===== config.mk =====
export PLATFORM = sky130hd
export DESIGN_NAME = rgb_to_hsv_converter
export DESIGN_NICKNAME = d
export VERILOG_FILES = /design/src/sv/rthsv_pkg.sv /design/src/sv/rthsv_div.sv /design/src/sv/rgb_to_hsv_converter.sv
export SDC_FILE = /design/constraint.sdc
export NUM_CORES = 2
export LEC_CHECK = 0
export BUFFER_PORTS_ARGS = -buffer_cell sky130_fd_sc_hd__buf_2
export CORE_ASPECT_RATIO = 1.75
export CORE_UTILIZATION = 48
export CTS_CLUSTER_SIZE = 28
export DETAILED_ROUTE_END_ITERATION = 12
export PLACE_DENSITY_LB_ADDON = 0.12
export SYNTH_ARGS = -nofsm -noshare
export SYNTH_HDL_FRONTEND = slang
export SYNTH_HIERARCHICAL = 1
export SYNTH_SLANG_ARGS = --single-unit
export TNS_END_PERCENT = 10

===== constraint.sdc =====
create_clock -name clk -period 30.5 [get_ports clk]
set_input_delay 1.525 -clock clk [delete_from_list [all_inputs] [get_ports clk]]
set_output_delay 1.525 -clock clk [all_outputs]
set_load 0.02 [all_outputs]

===== src/sv/rthsv_pkg.sv =====
package rthsv_pkg;

    localparam int CH_W   = 8;
    localparam int NUM_W  = 20;
    localparam int QUO_W  = 12;
    localparam int HUE_W  = 15;
    localparam int DIV_LAT = QUO_W + 1;

    localparam int HUE_SIXTH = 3840;
    localparam int HUE_TURN  = 23040;

    typedef logic [CH_W-1:0]  chan_t;
    typedef logic [NUM_W-1:0] num_t;
    typedef logic [QUO_W-1:0] quo_t;
    typedef logic [HUE_W-1:0] hue_t;

    typedef enum logic [1:0] {
        SEC_RED   = 2'd0,
        SEC_GREEN = 2'd1,
        SEC_BLUE  = 2'd2
    } sector_t;

    // what travels beside the dividers
    typedef struct packed {
        chan_t   value;
        sector_t sector;
        logic    neg;
    } side_t;

    function automatic hue_t sector_offset(sector_t sec);
        hue_t off;
        unique case (sec)
            SEC_RED:   off = '0;
            SEC_GREEN: off = hue_t'(2 * HUE_SIXTH);
            SEC_BLUE:  off = hue_t'(4 * HUE_SIXTH);
            default:   off = '0;
        endcase
        return off;
    endfunction

endpackage


===== src/sv/rthsv_div.sv =====
module rthsv_div (
    input  logic             clk,
    input  logic             en,
    input  rthsv_pkg::num_t  num,
    input  rthsv_pkg::chan_t den,
    output rthsv_pkg::quo_t  quo,
    output rthsv_pkg::num_t  rem
);
    import rthsv_pkg::*;

    // restoring division, one quotient bit per stage, msb first
    num_t  rem_reg [0:QUO_W];
    quo_t  quo_reg [0:QUO_W];
    chan_t den_reg [0:QUO_W-1];

    always_ff @(posedge clk)
    begin
        if (en)
        begin
            rem_reg[0] <= num;
            quo_reg[0] <= '0;
            den_reg[0] <= den;
        end
    end

    for (genvar k = 0; k < QUO_W; k++)
    begin : g_step
        localparam int BIT = QUO_W - 1 - k;
        num_t shifted;
        num_t diff;
        logic fits;

        assign shifted = num_t'(den_reg[k]) << BIT;
        assign fits    = rem_reg[k] >= shifted;
        assign diff    = rem_reg[k] - shifted;

        always_ff @(posedge clk)
        begin
            if (en)
            begin
                rem_reg[k+1] <= fits ? diff : rem_reg[k];
                quo_reg[k+1] <= quo_reg[k] | (quo_t'(fits) << BIT);
            end
        end

        if (k < QUO_W - 1)
        begin : g_den
            always_ff @(posedge clk)
            begin
                if (en)
                begin
                    den_reg[k+1] <= den_reg[k];
                end
            end
        end
    end

    assign quo = quo_reg[QUO_W];
    assign rem = rem_reg[QUO_W];

endmodule


===== src/sv/rgb_to_hsv_converter.sv =====
// throughput: one pixel per cycle unless the output stalls; the two 12-stage restoring dividers
// (hue and saturation) are fully pipelined, one quotient bit per stage
// a stall on the output freezes the whole pipeline, no item is lost
// reset clears the valid bits only; the data path holds no reset state
module rgb_to_hsv_converter (
    input  logic        clk,
    input  logic        rst_n,
    input  logic        s_axis_tvalid,
    output logic        s_axis_tready,
    input  logic [23:0] s_axis_tdata,  // red[7:0], green[15:8], blue[23:16]
    output logic        m_axis_tvalid,
    input  logic        m_axis_tready,
    output logic [31:0] m_axis_tdata   // hue[14:0], saturation[22:15],
                                       // brightness_value[30:23], zero[31]
);
    import rthsv_pkg::*;

    logic adv;
    logic v_reg [0:DIV_LAT];
    logic out_valid_reg;

    chan_t red, green, blue;
    chan_t mx, mn;
    sector_t sec;
    logic signed [CH_W:0] diff;

    chan_t               mx_reg, mn_reg;
    sector_t             sec_reg;
    logic signed [CH_W:0] diff_reg;

    chan_t delta, absd, den_h, den_s;
    num_t  num_h, num_s;
    logic  neg;

    side_t side_reg [0:DIV_LAT-1];
    quo_t  quo_h, quo_s;
    num_t  rem_h, rem_s;

    side_t                 side_out;
    logic [QUO_W:0]        qa;
    logic signed [HUE_W:0] off_s, hue_s, hue_w;
    hue_t                  hue_next;
    hue_t                  hue_reg;
    chan_t                 sat_reg, val_reg;

    assign adv           = !out_valid_reg || m_axis_tready;
    assign s_axis_tready = adv;

    assign red   = s_axis_tdata[7:0];
    assign green = s_axis_tdata[15:8];
    assign blue  = s_axis_tdata[23:16];

    // max, min and sector; ties go to red, then green
    always_comb
    begin
        mx = red;
        mn = red;
        sec = SEC_RED;
        if (green > mx)
        begin
            mx = green;
            sec = SEC_GREEN;
        end
        if (blue > mx)
        begin
            mx = blue;
            sec = SEC_BLUE;
        end
        if (green < mn)
        begin
            mn = green;
        end
        if (blue < mn)
        begin
            mn = blue;
        end
        case (sec)
            SEC_RED:   diff = $signed({1'b0, green}) - $signed({1'b0, blue});
            SEC_GREEN: diff = $signed({1'b0, blue}) - $signed({1'b0, red});
            default:   diff = $signed({1'b0, red}) - $signed({1'b0, green});
        endcase
    end

    always_ff @(posedge clk)
    begin
        if (adv)
        begin
            mx_reg   <= mx;
            mn_reg   <= mn;
            sec_reg  <= sec;
            diff_reg <= diff;
        end
    end

    // numerators and divisors for the dividers; a zero divisor only shows with a zero numerator and is forced to one
    always_comb
    begin
        delta = mx_reg - mn_reg;
        neg   = diff_reg < 0;
        absd  = neg ? chan_t'(-diff_reg) : chan_t'(diff_reg);
        num_h = num_t'(absd) * num_t'(HUE_SIXTH);
        num_s = num_t'(delta) * num_t'(8'd255);
        den_h = (delta == '0) ? chan_t'(1) : delta;
        den_s = (mx_reg == '0) ? chan_t'(1) : mx_reg;
    end

    rthsv_div u_div_hue (
        .clk (clk),
        .en  (adv),
        .num (num_h),
        .den (den_h),
        .quo (quo_h),
        .rem (rem_h)
    );

    rthsv_div u_div_sat (
        .clk (clk),
        .en  (adv),
        .num (num_s),
        .den (den_s),
        .quo (quo_s),
        .rem (rem_s)
    );

    always_ff @(posedge clk)
    begin
        if (adv)
        begin
            side_reg[0] <= '{value: mx_reg, sector: sec_reg, neg: neg};
            for (int i = 1; i < DIV_LAT; i++)
            begin
                side_reg[i] <= side_reg[i-1];
            end
        end
    end

    assign side_out = side_reg[DIV_LAT-1];

    // floor for negative differences rounds the magnitude up
    always_comb
    begin
        qa    = {1'b0, quo_h} + (QUO_W+1)'(side_out.neg && (rem_h != '0));
        off_s = $signed({1'b0, sector_offset(side_out.sector)});
        hue_s = side_out.neg ? off_s - $signed((HUE_W+1)'(qa))
                             : off_s + $signed((HUE_W+1)'(qa));
        hue_w = (hue_s < 0) ? hue_s + (HUE_W+1)'(HUE_TURN) : hue_s;
        hue_next = hue_w[HUE_W-1:0];
    end

    always_ff @(posedge clk)
    begin
        if (adv)
        begin
            hue_reg <= hue_next;
            sat_reg <= quo_s[CH_W-1:0];
            val_reg <= side_out.value;
        end
    end

    always_ff @(posedge clk or negedge rst_n)
    begin
        if (!rst_n)
        begin
            for (int i = 0; i <= DIV_LAT; i++)
            begin
                v_reg[i] <= 1'b0;
            end
            out_valid_reg <= 1'b0;
        end
        else if (adv)
        begin
            v_reg[0] <= s_axis_tvalid;
            for (int i = 1; i <= DIV_LAT; i++)
            begin
                v_reg[i] <= v_reg[i-1];
            end
            out_valid_reg <= v_reg[DIV_LAT];
        end
    end

    assign m_axis_tvalid = out_valid_reg;
    assign m_axis_tdata  = {1'b0, val_reg, sat_reg, hue_reg};

    a_hue_range: assert property (@(posedge clk) disable iff (!rst_n)
        m_axis_tvalid |-> (m_axis_tdata[14:0] < hue_t'(HUE_TURN)))
        else $error("hue out of range");

    a_black: assert property (@(posedge clk) disable iff (!rst_n)
        (m_axis_tvalid && m_axis_tdata[30:23] == '0)
        |-> (m_axis_tdata[22:0] == '0))
        else $error("black pixel with nonzero hue or saturation");

    a_grey: assert property (@(posedge clk) disable iff (!rst_n)
        (m_axis_tvalid && m_axis_tdata[22:15] == '0) |-> (m_axis_tdata[14:0] == '0))
        else $error("zero saturation with nonzero hue");

endmodule


==> impl_metrics.json <==
{
  "floorplan.rows": 157,
  "drt-pass1-iter-count": 5,
  "numCtsBuffers": 93,
  "maxUsedRoutingLayer": "met4",
  "synth_warnings": 6,
  "layout_commonest_cell": "edfxtp_1",
  "critPathLaunch": "mx_reg[0]$_DFFE_PP_",
  "timing.critical_path.fanout_max": 7,
  "cell_depth_of_the_worst_setup_path": 22,
  "drive_above_1_share_pct": 8.68,
  "first_pass_grt_wire_length_um": 148000,
  "wl_met3_um": 2360,
  "timing_worst_slew_pin_value_ns": 1.22,
  "endpoint_kind": "flip-flop",
  "worst-endpoint-required_ns": 30.92,
  "number_of_clock_sinks_seen_by_cts": 1022,
  "fmax_mhz": 160,
  "final_hold_viol_count": 0,
  "worst_skew_pair.late_latency_ns": 0.68,
  "worst_r2r_startpoint": "mx_reg[0]$_DFFE_PP_",
  "slowest_stage": "fa_1",
  "routed_metal_1_wirelength_um": 28500,
  "area_delta_synth_final_pct": 10.2,
  "detail_route.vias_per_cell": 5.37,
  "worst_case_clock_buffer_depth": 3,
  "initial_utilization_pct": 48.6,
  "route.antenna.remaining_nets": 0,
  "tritoncts_clock_tree": "done",
  "chipWidth_um": 248,
  "crit_top_cell": "fa_1",
  "place.detailed.instances": 5326,
  "sequential_cell_area_um2": 30600,
  "setup.worst_path.start_class": "flip-flop",
  "worstPathBufferInverterCount": 4,
  "pin_count_of_the_biggest_net_entering_global_routing": 153,
  "htree_num_levels": 3,
  "worst_hold_slack_ns": 0.410,
  "grt_util_all_layers_pct": 17.7,
  "syn_area_per_cell_um2": 12.9,
  "synthCells": 3939,
  "overflow_left_after_global_routing": 0,
  "gpl.final_weighted_congestion": 0.857,
  "clk_pin_slew_worst_paths_ns": 0.06,
  "worst_reg_to_reg_setup_slack_ns": 24.25,
  "multi_input_comb_area_um2": 18500,
  "reg2reg_depth": 22,
  "drt_wl_total_um": 93000,
  "maxSlewViolCount": 0,
  "hold_buffers": 0,
  "finalWorstPathRequiredPeriod_ns": 6.25,
  "final_cells": 5499,
  "detailed_place_hpwl_um": 69400,
  "drt_drc_violations_left": 0,
  "floorplan.die_area_um2": 107000,
  "die_h_um": 433,
  "worstReg2RegEnd": "u_div_sat/rem_reg[0][15]$_DFFE_PP_",
  "antenna_found_initial": 1,
  "timing.critical_path.cells": "inv_1 -> ha_1 -> inv_1 -> fa_1 -> nand2_1 -> nand2_1 -> a21oi_1 -> o21ai_0 -> a21oi_1 -> xnor2_1 -> inv_1 -> fa_1 -> fa_1 -> fa_1 -> fa_1 -> inv_1 -> ha_1 -> o21ai_1 -> a21oi_1 -> a41o_1 -> o41a_1 -> xnor2_1",
  "num-fill-cells": 8875,
  "holdCritPathClass": "flip-flop to flip-flop",
  "layout.cells.most_common_list": "1007 x edfxtp_1, 404 x inv_1, 308 x ha_1",
  "final.setup.tns_ns": 0,
  "run_status": "completed",
  "cts.repair_timing.setup_buffer_count": 0,
  "port-buffer-count": 60,
  "place_area_um2": 52800,
  "synth_area_um2": 50900,
  "dr.first_iter.drc_count": 1190,
  "largest_register_ffs": 260,
  "routed_wire_length_per_instance_um": 16.9,
  "capturing_instance_or_port_of_the_critical_path": "u_div_sat/rem_reg[0][15]$_DFFE_PP_",
  "io-pin-count": 62,
  "met2WireLength_um": 55900,
  "whs_path_depth": 0,
  "cts_resized": 0,
  "setup-violations-final": 0,
  "crit_type": "flip-flop to flip-flop",
  "clockRootBuffer": "clkbuf_16",
  "detailroute.via_count": 29550,
  "startpoint_of_the_worst_hold_path": "u_div_hue/quo_reg[1][23]$_DFFE_PP_",
  "maxSlewHeadroom_pct": 18.4,
  "max_stage_delay_ns": 0.64,
  "rsz0062_at_grt": "false",
  "signal_arrival_time_at_the_worst_endpoint_ns": 6.67,
  "design.final.nets": 4473,
  "core_area_um2": 105000,
  "final.setup_skew_ns": 0.0190,
  "period_share_pct": 20.5,
  "cap_viol_max_count": 0,
  "grt_pass1_vias": 30911,
  "critPathTopFamily": "adder cells",
  "layout.cell_area.non_filler_um2": 56100
}
[per-layer routing]
metal  up-vias  GRT usage, %
li1      14677             -
met2       414          37.7
met4         0          12.3
met3       276          2.24
met5         -             0
met1     14183          13.7
[through the flow]
| stage | utilization [%] | setup WS [ns] |
|---|---|---|
| floorplan | - | 7.58 |
| global placement | 50.4 | 24.24 |
| detailed placement | 50.4 | 24.18 |
| CTS | 53.5 | 24.18 |
| global route | 53.5 | 23.81 |
| finish | 53.5 | 24.25 |
[how the worst min path moves through the flow]
stage	end
detailed placement	sat_reg[2]$_DFFE_PP_
finish	u_div_hue/quo_reg[2][11]$_DFFE_PP_
floorplan	sat_reg[0]$_DFFE_PP_
global route	side_reg[1][32]$_DFFE_PP_
CTS	u_div_hue/quo_reg[2][11]$_DFFE_PP_
global placement	side_reg[0][49]$_DFFE_PP_
[layout make-up]
class / instances / area share (%)
Antenna cell: 1 / 0.00446
Clock buffer: 117 / 4.51
Clock inverter: 55 / 1.31
Inverter: 408 / 2.74
Multi-Input combinational cell: 2461 / 33.0
Sequential cell: 1022 / 54.6
Tap cell: 1351 / 3.01
Timing Repair Buffer: 84 / 0.856
Power is not shown: default switching activity piles up to over one toggle a cycle in this logic, so the estimate is an artifact.
